--- config.mk ---
export PLATFORM = sky130hd
export DESIGN_NAME = rgb_led_matrix_pwm_scanner
export DESIGN_NICKNAME = d
export VERILOG_FILES = /design/src/rlmps_pkg.sv /design/src/rlmps_ram.sv /design/src/rgb_led_matrix_pwm_scanner.sv
export VERILOG_INCLUDE_DIRS = /design/src /design/src/src
export SDC_FILE = /design/constraint.sdc
export NUM_CORES = 1
export LEC_CHECK = 0
export ABC_AREA = 1
export BUFFER_PORTS_ARGS = -buffer_cell sky130_fd_sc_hd__buf_2
export CELL_PAD_IN_SITES_DETAIL_PLACEMENT = 2
export CELL_PAD_IN_SITES_GLOBAL_PLACEMENT = 2
export CORE_MARGIN = 1
export CORE_UTILIZATION = 35
export DETAILED_ROUTE_END_ITERATION = 6
export GPL_ROUTABILITY_DRIVEN = 1
export PLACE_DENSITY = 0.75
export SLEW_MARGIN = 20
export SYNTH_ARGS = -nofsm -noshare
export SYNTH_HDL_FRONTEND = slang
export SYNTH_SLANG_ARGS = --single-unit
--- constraint.sdc ---
create_clock -name i_clk -period 2.1 [get_ports i_clk]
set_input_delay 0.105 -clock i_clk [delete_from_list [all_inputs] [get_ports i_clk]]
set_output_delay 0.105 -clock i_clk [all_outputs]
set_load 0.005 [all_outputs]
--- src/rgb_led_matrix_pwm_scanner_defines.svh ---
// ---------------------------------------------------------------------------
// rgb_led_matrix_pwm_scanner_defines
// Assertion macros shared by the LED matrix scanner RTL.
// ---------------------------------------------------------------------------
`ifndef RGB_LED_MATRIX_PWM_SCANNER_DEFINES_SVH
`define RGB_LED_MATRIX_PWM_SCANNER_DEFINES_SVH

// Same-cycle implication, checked on i_clk, off while i_rst_n is low.
`define RLMPS_ASSERT_NOW(label, ante, cons) \
    label: assert property (@(posedge i_clk) disable iff (!i_rst_n) (ante) |-> (cons)) \
        else $error("rlmps: same-cycle check failed");

// Next-cycle implication, checked on i_clk, off while i_rst_n is low.
`define RLMPS_ASSERT_NEXT(label, ante, cons) \
    label: assert property (@(posedge i_clk) disable iff (!i_rst_n) (ante) |=> (cons)) \
        else $error("rlmps: next-cycle check failed");

`endif

--- src/rlmps_pkg.sv ---
// ---------------------------------------------------------------------------
// rlmps_pkg
// Constants, types and the PWM threshold table of the LED matrix scanner.
// ---------------------------------------------------------------------------
package rlmps_pkg;

    localparam int ROWS        = 8;
    localparam int COLS        = 8;
    localparam int STORE_DEPTH = 64;
    localparam int ADDR_W      = $clog2(STORE_DEPTH);
    localparam int COLOR_W     = 6;
    localparam int POS_W       = 3;
    localparam int LEVEL_W     = 2;
    localparam int IN_DATA_W   = 16;
    localparam int OUT_DATA_W  = 32;

    localparam logic [7:0] ROW_BIT0  = 8'h80;
    localparam logic [7:0] BYTE_OFF  = 8'hff;
    localparam logic [7:0] BYTE_ZERO = 8'h00;

    localparam logic CMD_WRITE = 1'b0;
    localparam logic CMD_SCAN  = 1'b1;

    typedef enum logic [1:0] {
        WORD_RED,
        WORD_GREEN,
        WORD_BLUE,
        WORD_OFF
    } t_word;

    // Minimum level that lights a colour in each of the 8 PWM frames.
    function automatic logic [LEVEL_W-1:0] level_for_frame(input logic [POS_W-1:0] frame);
        logic [LEVEL_W-1:0] thr;
        unique case (frame)
            3'd0:    thr = 2'd1;
            3'd1:    thr = 2'd2;
            3'd2:    thr = 2'd2;
            default: thr = 2'd3;
        endcase
        return thr;
    endfunction

endpackage

--- src/rlmps_ram.sv ---
// ---------------------------------------------------------------------------
// rlmps_ram
// Generic single-clock RAM, one write and one read port, registered read.
// ---------------------------------------------------------------------------
module rlmps_ram #(
    parameter int WIDTH = 8,
    parameter int DEPTH = 64
) (
    input  logic                     i_clk,
    input  logic                     i_we,
    input  logic [$clog2(DEPTH)-1:0] i_waddr,
    input  logic [WIDTH-1:0]         i_wdata,
    input  logic                     i_re,
    input  logic [$clog2(DEPTH)-1:0] i_raddr,
    output logic [WIDTH-1:0]         o_rdata
);

    logic [WIDTH-1:0] r_mem [DEPTH];
    logic [WIDTH-1:0] r_rdata;

    always_ff @(posedge i_clk) begin
        if (i_we) begin
            r_mem[i_waddr] <= i_wdata;
        end
        // read data holds until the next read
        if (i_re) begin
            r_rdata <= r_mem[i_raddr];
        end
    end

    assign o_rdata = r_rdata;

endmodule

--- src/rgb_led_matrix_pwm_scanner.sv ---
// ---------------------------------------------------------------------------
// rgb_led_matrix_pwm_scanner
// 8x8 RGB LED matrix scanner, one pixel at a time, 8-frame PWM.
// ---------------------------------------------------------------------------
// Usage:
//   Slave stream: tuser = 0 writes pixel_color to pixel_index in the frame
//   store; tuser = 1 scans the next pixel (column-major, rows inside columns).
//   Master stream: per scan request three 32-bit drive words, red, green,
//   blue; after the last pixel of a frame a fourth all-off word follows.
//   tlast marks the final word of each scan request.
//   Path: a scan is read from the frame store into the read stage at the
//   accepting edge; its words are built into the emitter once it is free.
//   Throughput: scans are paced by the word emitter, which sends one word a
//   cycle while tready is high; writes go in one per cycle while the read
//   stage is free. One scan waits in the read stage behind the emitter.
//   Reset: the frame store reads dark through per-pixel valid bits, so no
//   clearing pass runs; scan position and PWM frame return to zero.
//   Stall: a word held by a low tready stays unchanged; the read stage then
//   fills and tready on the slave side drops.
// ---------------------------------------------------------------------------
`include "rgb_led_matrix_pwm_scanner_defines.svh"

module rgb_led_matrix_pwm_scanner (
    input  logic                                i_clk,
    input  logic                                i_rst_n,
    input  logic                                i_s_axis_tvalid,
    output logic                                o_s_axis_tready,
    // [5:0] pixel_index, [11:6] pixel_color, [15:12] zero
    input  logic [rlmps_pkg::IN_DATA_W-1:0]     i_s_axis_tdata,
    // [0] cmd
    input  logic                                i_s_axis_tuser,
    output logic                                o_m_axis_tvalid,
    input  logic                                i_m_axis_tready,
    // [7:0] red_rows, [15:8] blue_rows, [23:16] green_rows, [31:24] column_select
    output logic [rlmps_pkg::OUT_DATA_W-1:0]    o_m_axis_tdata,
    output logic                                o_m_axis_tlast
);

    import rlmps_pkg::*;

    // scan position and PWM frame
    logic [POS_W-1:0]       r_row, n_row;
    logic [POS_W-1:0]       r_col, n_col;
    logic [POS_W-1:0]       r_frame, n_frame;
    logic [STORE_DEPTH-1:0] r_valid, n_valid;

    // read stage
    logic                   r_p1, n_p1;
    logic [POS_W-1:0]       r_p1_row, n_p1_row;
    logic [POS_W-1:0]       r_p1_col, n_p1_col;
    logic [LEVEL_W-1:0]     r_p1_thr, n_p1_thr;
    logic                   r_p1_fend, n_p1_fend;
    logic                   r_p1_vbit, n_p1_vbit;

    // word emitter
    logic                   r_e_vld, n_e_vld;
    t_word                  r_e_idx, n_e_idx;
    logic [7:0]             r_rv, n_rv;
    logic [7:0]             r_gv, n_gv;
    logic [7:0]             r_bv, n_bv;
    logic [7:0]             r_csel, n_csel;
    logic                   r_fend, n_fend;

    logic                   s_acc;
    logic                   is_scan;
    logic                   is_write;
    logic                   m_acc;
    logic                   e_done;
    logic                   load;
    logic [ADDR_W-1:0]      scan_addr;
    logic [ADDR_W-1:0]      wr_addr;
    logic [COLOR_W-1:0]     wr_color;
    logic [COLOR_W-1:0]     ram_rdata;
    logic [COLOR_W-1:0]     color;
    logic [7:0]             row_on;
    logic                   row_wrap;
    logic                   col_wrap;

    assign wr_addr   = i_s_axis_tdata[ADDR_W-1:0];
    assign wr_color  = i_s_axis_tdata[ADDR_W +: COLOR_W];
    assign s_acc     = i_s_axis_tvalid && o_s_axis_tready;
    assign is_scan   = s_acc && (i_s_axis_tuser == CMD_SCAN);
    assign is_write  = s_acc && (i_s_axis_tuser == CMD_WRITE);
    assign m_acc     = o_m_axis_tvalid && i_m_axis_tready;
    assign e_done    = m_acc && o_m_axis_tlast;
    assign load      = r_p1 && (!r_e_vld || e_done);
    assign o_s_axis_tready = !r_p1 || load;

    assign scan_addr = ADDR_W'(int'(r_row) * COLS + int'(r_col));
    assign row_wrap  = (int'(r_row) + 1 >= ROWS);
    assign col_wrap  = (int'(r_col) + 1 >= COLS);

    rlmps_ram #(
        .WIDTH (COLOR_W),
        .DEPTH (STORE_DEPTH)
    ) u_store (
        .i_clk   (i_clk),
        .i_we    (is_write),
        .i_waddr (wr_addr),
        .i_wdata (wr_color),
        .i_re    (is_scan),
        .i_raddr (scan_addr),
        .o_rdata (ram_rdata)
    );

    // never-written pixels read dark
    assign color  = r_p1_vbit ? ram_rdata : COLOR_W'(0);
    assign row_on = ~(ROW_BIT0 >> r_p1_row);

    always_comb begin
        n_row     = r_row;
        n_col     = r_col;
        n_frame   = r_frame;
        n_valid   = r_valid;
        n_p1      = r_p1;
        n_p1_row  = r_p1_row;
        n_p1_col  = r_p1_col;
        n_p1_thr  = r_p1_thr;
        n_p1_fend = r_p1_fend;
        n_p1_vbit = r_p1_vbit;
        n_e_vld   = r_e_vld;
        n_e_idx   = r_e_idx;
        n_rv      = r_rv;
        n_gv      = r_gv;
        n_bv      = r_bv;
        n_csel    = r_csel;
        n_fend    = r_fend;

        if (is_write) begin
            n_valid[wr_addr] = 1'b1;
        end

        // word emitter advance
        if (m_acc) begin
            unique case (r_e_idx)
                WORD_RED:   n_e_idx = WORD_GREEN;
                WORD_GREEN: n_e_idx = WORD_BLUE;
                WORD_BLUE:  n_e_idx = WORD_OFF;
                default:    n_e_idx = WORD_RED;
            endcase
            if (e_done) begin
                n_e_vld = 1'b0;
            end
        end

        if (load) begin
            n_e_vld = 1'b1;
            n_e_idx = WORD_RED;
            n_rv    = (color[5:4] >= r_p1_thr) ? row_on : BYTE_OFF;
            n_gv    = (color[3:2] >= r_p1_thr) ? row_on : BYTE_OFF;
            n_bv    = (color[1:0] >= r_p1_thr) ? row_on : BYTE_OFF;
            n_csel  = 8'(9'd1 << r_p1_col);
            n_fend  = r_p1_fend;
            n_p1    = 1'b0;
        end

        if (is_scan) begin
            n_p1      = 1'b1;
            n_p1_row  = r_row;
            n_p1_col  = r_col;
            n_p1_thr  = level_for_frame(r_frame);
            n_p1_fend = row_wrap && col_wrap;
            n_p1_vbit = r_valid[scan_addr];
            if (!row_wrap) begin
                n_row = r_row + POS_W'(1);
            end else begin
                n_row = '0;
                n_col = col_wrap ? '0 : r_col + POS_W'(1);
                if (col_wrap) begin
                    n_frame = r_frame + POS_W'(1);
                end
            end
        end
    end

    always_ff @(posedge i_clk) begin
        if (!i_rst_n) begin
            r_row   <= '0;
            r_col   <= '0;
            r_frame <= '0;
            r_valid <= '0;
            r_p1    <= 1'b0;
            r_e_vld <= 1'b0;
            r_e_idx <= WORD_RED;
        end else begin
            r_row   <= n_row;
            r_col   <= n_col;
            r_frame <= n_frame;
            r_valid <= n_valid;
            r_p1    <= n_p1;
            r_e_vld <= n_e_vld;
            r_e_idx <= n_e_idx;
        end
        r_p1_row  <= n_p1_row;
        r_p1_col  <= n_p1_col;
        r_p1_thr  <= n_p1_thr;
        r_p1_fend <= n_p1_fend;
        r_p1_vbit <= n_p1_vbit;
        r_rv      <= n_rv;
        r_gv      <= n_gv;
        r_bv      <= n_bv;
        r_csel    <= n_csel;
        r_fend    <= n_fend;
    end

    // word select
    always_comb begin
        o_m_axis_tvalid = r_e_vld;
        unique case (r_e_idx)
            WORD_RED: begin
                o_m_axis_tdata = {r_csel, BYTE_OFF, BYTE_OFF, r_rv};
                o_m_axis_tlast = 1'b0;
            end
            WORD_GREEN: begin
                o_m_axis_tdata = {r_csel, r_gv, BYTE_OFF, BYTE_OFF};
                o_m_axis_tlast = 1'b0;
            end
            WORD_BLUE: begin
                o_m_axis_tdata = {r_csel, BYTE_OFF, r_bv, BYTE_OFF};
                o_m_axis_tlast = !r_fend;
            end
            default: begin
                o_m_axis_tdata = {BYTE_ZERO, BYTE_OFF, BYTE_OFF, BYTE_OFF};
                o_m_axis_tlast = 1'b1;
            end
        endcase
    end

    `RLMPS_ASSERT_NOW(a_off_word_at_frame_end, r_e_vld && (r_e_idx == WORD_OFF), r_fend)
    `RLMPS_ASSERT_NOW(a_col_onehot, o_m_axis_tvalid && !o_m_axis_tlast,
                      $onehot(o_m_axis_tdata[31:24]))
    `RLMPS_ASSERT_NOW(a_stall_only_when_full, !o_s_axis_tready, r_p1 && r_e_vld)
    `RLMPS_ASSERT_NEXT(a_read_stage_holds, r_p1 && !load, r_p1 && $stable(r_p1_row))

endmodule
## Word level (Yosys, flattened, before mapping)

Memory sizes are Yosys's and may differ from the RTL's. A register that Yosys moved wholly into a read port is not among the register bits.
Cells that the tools add are included.

- Add/subtract/negate cells: 6
- Multipliers: 0
- Divide/modulo/power cells: 0
- Order comparisons: 8
- Equality and inequality tests: 4
- Shift-type cells: 2
- Multiplexer cells: 18
- Bitwise operators: 4
- Reductions and logical operators: 24

Operator list:

| operator | count |
|---|---|
| $pmux W32 S3 | 1 |
| $or A64 B64 Y64 | 1 |
| $lt A6 B7 Y1 const B | 2 |
| $add A3 B1 Y3 const B | 3 |
| $mux W1 | 9 |
| $add A3 B1 Y4 const B | 2 |
| $ge A4 B4 Y1 const B | 2 |
| $logic_and A1 B1 Y1 | 8 |
| $not A8 Y8 | 1 |
| $shl A1 B3 Y8 const A | 1 |
| $shr A8 B3 Y8 const A | 1 |
| $add A6 B3 Y6 | 1 |
| $bmux W1 S6 | 1 |
| $demux W1 S6 | 1 |
| $ge A2 B2 Y1 | 3 |
| $ge A6 B1 Y1 const B | 1 |
| $mux W3 | 2 |
| $mux W6 | 1 |
| $pmux W2 S3 | 1 |
| $reduce_bool A2 Y1 | 3 |
| $reduce_or A2 Y1 | 3 |
| $pmux W2 S2 | 1 |
| $reduce_and A2 Y1 | 2 |
| $eq A3 B1 Y1 const B | 1 |
| other kinds (10) | 14 |

- Flip-flop bits (word level): 120
- Latch bits: 0
- Bits in writable memories: 384
- Memory bits (read-only): 0
- Input bits: 21
- Word-level logic and storage cells: 84
- Memories kept: 1

Memory list:

| memory | words | bits a word | read ports | clocked after memory_dff | wr ports | RTL line | source |
|---|---|---|---|---|---|---|---|
| u_store.r_mem | 64 | 6 | 1 | 1 | 1 | rlmps_ram.sv:18 | `logic [WIDTH-1:0] r_mem [DEPTH];` |

## Logic depth before layout (Yosys ltp)

- Depth in word-level cells: 11
- Depth in mapped cells: 13
- Gate-level depth less buffers: 12

## Modules after synthesis

From an unflattened synthesis, not the netlist that was laid out.

- Cell total of the unflattened synthesis: 2110
- Area, all modules: 21677.0 um^2

By module, submodules not included:

| module | instances | cells an instance | area an instance (um^2) | sequential area each (um^2) |
|---|---|---|---|---|
| rlmps_ram | 1 | 1376 | 15990.3 | 11711.2 |
| rgb_led_matrix_pwm_scanner | 1 | 734 | 5686.7 | 2832.7 |

## Least setup slack after synthesis

Ideal clock, no wire load.

- Kind: register to register
- Start: register r_e_idx[0]
- End: register r_bv[0], enable pin
- Data arrival time: 1.800 ns
- Required time: 1.712 ns
- Path slack: -0.088 ns
- Cell stages (with the launch flop): 10
- Buffers on the path: 0
- Cells stage by stage: dfxtp_1 > inv_1 > ha_1 > nor2_1 > nand2_1 > nand2_2 > nand2_4 > nand2_1 > nand2_1 > inv_1

- Longest elaborated chain between the ends: 6
- Elaborated cells on any way between the ends: 8

RTL lines:

| what | RTL line | source |
|---|---|---|
| from (decl) | rgb_led_matrix_pwm_scanner.sv:57 | `t_word r_e_idx, n_e_idx;` |
| from (signal assigned) | rgb_led_matrix_pwm_scanner.sv:192 | `r_e_idx <= n_e_idx;` |
| $eq A2 B1 Y1 or $logic_not A2 Y1 (tied branches) | rgb_led_matrix_pwm_scanner.sv:209 | `unique case (r_e_idx)` |
| $reduce_or A2 Y1 (no source line) | -- |  |
| $pmux W1 S2 (*) | rgb_led_matrix_pwm_scanner.sv:209 |  |
| named net o_m_axis_tlast | rgb_led_matrix_pwm_scanner.sv:36 | `output logic o_m_axis_tlast` |
| $logic_and A1 B1 Y1 (*) | rgb_led_matrix_pwm_scanner.sv:85 | `assign e_done = m_acc && o_m_axis_tlast;` |
| $logic_or A1 B1 Y1 (*) | rgb_led_matrix_pwm_scanner.sv:86 | `assign load = r_p1 && (!r_e_vld \|\| e_done);` |
| $logic_and A1 B1 Y1 (*) | rgb_led_matrix_pwm_scanner.sv:86 |  |
| named net load | rgb_led_matrix_pwm_scanner.sv:69 | `logic load;` |
| to (signal assigned) | rgb_led_matrix_pwm_scanner.sv:201 | `r_bv <= n_bv;` |
| to (decl) | rgb_led_matrix_pwm_scanner.sv:60 | `logic [7:0] r_bv, n_bv;` |

The timed path passes the listed nets; every way through them passes the cells marked *.
A chain may end at the register's enable or synchronous reset.

## Worst setup path in the final report

- Start: register r_e_idx[0]
- End: memory u_store.r_mem[22][4] in the netlist's numbering, enable pin

- Longest elaborated chain between the ends: 11
- Elaborated cells on any way between the ends: 13

RTL lines:

| what | RTL line | source |
|---|---|---|
| $eq A2 B1 Y1 or $logic_not A2 Y1 (tied branches) | rgb_led_matrix_pwm_scanner.sv:209 |  |
| $reduce_or A2 Y1 (no source line) | -- |  |
| $pmux W1 S2 (*) | rgb_led_matrix_pwm_scanner.sv:209 |  |
| $logic_and A1 B1 Y1 (*) | rgb_led_matrix_pwm_scanner.sv:85 |  |
| $logic_or A1 B1 Y1 (*) | rgb_led_matrix_pwm_scanner.sv:86 |  |
| $logic_and A1 B1 Y1 (*) | rgb_led_matrix_pwm_scanner.sv:86 |  |
| $logic_or A1 B1 Y1 (*) | rgb_led_matrix_pwm_scanner.sv:87 | `assign o_s_axis_tready = !r_p1 \|\| load;` |
| $logic_and A1 B1 Y1 (*) | rgb_led_matrix_pwm_scanner.sv:81 | `assign s_acc = i_s_axis_tvalid && o_s_axis_tready;` |
| $logic_and A1 B1 Y1 (*) | rgb_led_matrix_pwm_scanner.sv:83 | `assign is_write = s_acc && (i_s_axis_tuser == CMD_WRITE);` |
| $mux W1 (*) | rlmps_ram.sv:22 | `if (i_we) begin` |
| $mux W1 (implied by the code) (*) | rlmps_ram.sv:23 | `r_mem[i_waddr] <= i_wdata;` |
| to (decl) | rlmps_ram.sv:18 |  |

Mark *: on every way between the ends. The rest lies on a longest branch, timed or not.

==> impl_metrics.ini <==
[outcome]
outcome = complete, but fails checks
failed_checks = negative setup slack

[worst_setup_path]
r2r.worst_path.cells = 13
crit_path_end_kind = flip-flop
worstReg2RegStart = r_e_idx[0]
critical_path_arrival_ps = 2430
rrSetupSlack_ps = -10
crit_type = reg2reg
start_kind = flip-flop
critPathRequiredTime_ps = 2410
worstReg2RegEnd = u_store.r_mem[22][4]
crit_fanout = 8

[synth]
synth_sequential_area_ratio_pct = 67.9
postSynthRegisterBits = 510
syn_avg_cell_area_sq_um = 10.5
post_synth_inst_count = 2033
synthDominantCellAreaShare_pct = 60.7
synth.distinct_cells = 32
mappedNetlistArea_sq_um = 21400
post_synth_main_area_contributors = edfxtp_1 (61%), nand2_1 (9.1%), dfxtp_1 (7.2%)
synthesized_netlist_net_count = 2070
synth_warn = 0
yosysTopAreaCell = edfxtp_1

[pwr]
power_leakage_uw = 0.00966
fin_total_pwr_uw = 21500
clock_power_share_pct = 44.6
p_comb_share_pct = 3.8
power_density_nw_per_um2 = 828
power.share.sequential_pct = 51.6
total_switching_power_uw = 4750
power_switching_share_pct = 22.1
internal_power_uw = 16700
vdd_drop_max_v = 0.000591

[layout]
post-route-cell-area_sq_um = 25900
postLayoutCoreUtil_pct = 42.9
stdcell_count = 3010
drive_gt1_share_pct = 20.2
num_antenna_cells = 0
finalNetCount = 2219
area_growth_pct = 21.0

[routing]
vias_per_cell = 5.15
detail_route.drc_violations = 0
route.detailed.wl_per_inst_microns = 23.5
postRouteWirelength_microns = 70800
dr_total_vias = 15500
antenna_left = 0
wl_met2_microns = 35900
m1WireLength_microns = 30000
wl_met3_microns = 3090
detail_route.iter0.violations = 953
drt_first_pass_iters = 5
top_layer_used = met4

[place]
placed_area_sq_um = 23400
dp_cells = 2884
placer_congestion = 0.801
io_buffer_count = 51
dp_hpwl_microns = 43900

[floorplan]
number_of_placement_rows = 90
initial_utilization_pct = 35.4
die_w_microns = 249
boundaryPins = 56
fp.dieH_microns = 249
core_area_sq_um = 60500
die_area_sq_um = 62200

[global_routing]
number_of_antenna_violations_at_the_first_check_in_global_routing = 0
first_pass_grt_wire_length_microns = 106000
grt_pass1_vias = 17200
overflow = 0
global_route_usage_over_all_layers_pct = 22.7
largest_net_degree_at_the_start_of_global_routing = 68

[sta]
rsz_0062_raised_after_global_routing = yes
slew_headroom_pct = 50.4
timing.final.ws_setup_ps = -13.7
hold_viol = 0
finalSetupViolCount = 6
final_min_period_over_clock_period_pct = 101
tightest_slew_ps = 745
final_max_slew_viol_count = 0
max_clock_freq_ghz = 0.473
layout_min_cycle_time_ps = 2110
clock-skew-final_ps = 20.1

[hold_path]
hold_path_startpoint = i_s_axis_tdata[6]
hold_path_class = in2reg
worst_hold_path.num_cells = 2
min_delay_worst_endpoint = u_store.r_mem[34][0]

[clock_tree]
cts-htree-levels = 2
clock-root-buffer = clkbuf_16
cts.sink_count = 510
insertion_delay_ps = 630
tritoncts.num_buffers = 54
cts-root-to-sink-buffers = 3
tritoncts_clock_tree = done
path_clk_slew_ps = 60

[flow_run]
cap_violations = 0
## cells in the mapped netlist
cell and count:
or2_2 4, or3_1 1, ha_1 16, nor3_1 31, nor2_2 1, nand3_1 168
buf_2 43, nand4_1 1, nand2_2 2, dfxtp_1 77, nor2_4 8, nor2_1 186
nand3_2 1, nand2_4 1, a21oi_2 21, inv_2 5, xor2_1 1, o211ai_1 39
a21boi_0 18, inv_1 193, o22ai_1 1, edfxtp_1 433, nand3b_1 1, a21oi_1 95
nand2_1 522, nand3b_4 1, o21ai_0 108, buf_4 4, buf_1 6, clkbuf_4 1
clkbuf_1 43, nand3_4 1
## metal layers
layer / GRT usage [%] / vias to the layer above
li1: - / 7177
met1: 28.0 / 7879
met2: 40.1 / 347
met3: 3.63 / 110
met4: 7.88 / 0
met5: 0 / -
## stage by stage
stage,hold slack (ps),TNS (ps),setup slack (ps)
global route,42.7,-3790,-74.6
CTS,26.0,-249,-16.9
detailed placement,433,-74520,-251
floorplan,204,0,11.8
finish,41.1,-55.5,-13.7
global placement,405,-32670,-116
## sequential cells by signal, summed over array words and instances, names as in the netlist, 2 cells and up
register and cells:
u_store.r_mem 384, r_valid 64, r_bv 8, r_csel 8, r_gv 8, r_rv 8, u_store.o_rdata 6, r_col 3
r_frame 3, r_p1_col 3, r_p1_row 3, r_row 3, r_e_idx 2, r_p1_thr 2
## cells by family (layout without fill, tap and decap cells)
group                      after synthesis  after routing  synth area share [%]
buffers and inverters                  295            490                  5.50
AOI/OAI and AO/OA                      282            282                  7.62
xor gates and xnor gates                 1              1                0.0409
DFF                                    510            510                  67.9
adders and majority gates               16             16                 0.934
and+or+nand+nor                        929            929                  18.0
## area by class of cell
class                           instances  area, sq um
Inverter                              198          897
Sequential cell                       510        14600
Fill cell                            6165        34500
Clock buffer                           76         1500
Timing Repair Buffer                  190         1800
Clock inverter                         26          245
Tap cell                              782          978
Multi-Input combinational cell       1228         5960
## critical path, cell delays in order, from the launching register on
cell	delay (ps)
dfxtp_2	330
inv_1	60
ha_2	190
nor2_2	130
nand2_1	90
nand2_2	90
nand2_4	60
nand3_4	70
nand3b_4	90
buf_12	170
nor2_4	140
buf_12	140
nand2_1	80
inv_2	160
## worst max-delay path by stage
stage,slack (ps),cells after the start,from,end
6_report,-10,13,r_e_idx[0],u_store.r_mem[22][4]
3_3_place_gp,-120,12,r_e_idx[1],u_store.r_mem[56][4]
2_1_floorplan,10,11,r_e_idx[0],u_store.r_mem[26][0]
3_5_place_dp,-250,12,r_e_idx[1],u_store.r_mem[19][1]
4_1_cts,-20,13,r_e_idx[1],u_store.r_mem[22][4]
5_1_grt,-70,13,r_e_idx[0],u_store.r_mem[22][4]
## cells in the final DEF, fill, tap and decap left out, drive strengths merged
cell         count
a21oi          116
o22ai            1
nand3b           2
or2              4
bufbuf           1
nand4            1
o211ai          39
nor3            31
dfxtp           77
edfxtp         433
a21boi          18
clkbuf          77
inv            199
dlygate4sd3      5
ha              16
xor2             1
o21ai          108
clkinv          19
buf            183
or3              1
bufinv           4
nand3          170
nand2          525
clkinvlp         2
nor2           195
## power by group through the flow
stage	Combinational [uW]	Sequential, uW	Clock [uW]
after global routing	873	11100	10100
after CTS	804	11100	9780
after global placement	746	11300	0
after detailed placement	772	11300	0
final	817	11100	9580
after floorplan	282	11300	0
## repair_timing
item                                   CTS  global route
buffers inserted                        15             2
gates resized for setup                108           110
pin swaps                               12            16
setup endpoints to repair              436           439
hold buffers                             5             0
gates cloned                             1             1
endpoints found under the hold margin   12             0
No activity file was read; power rests on OpenSTA's default activity.
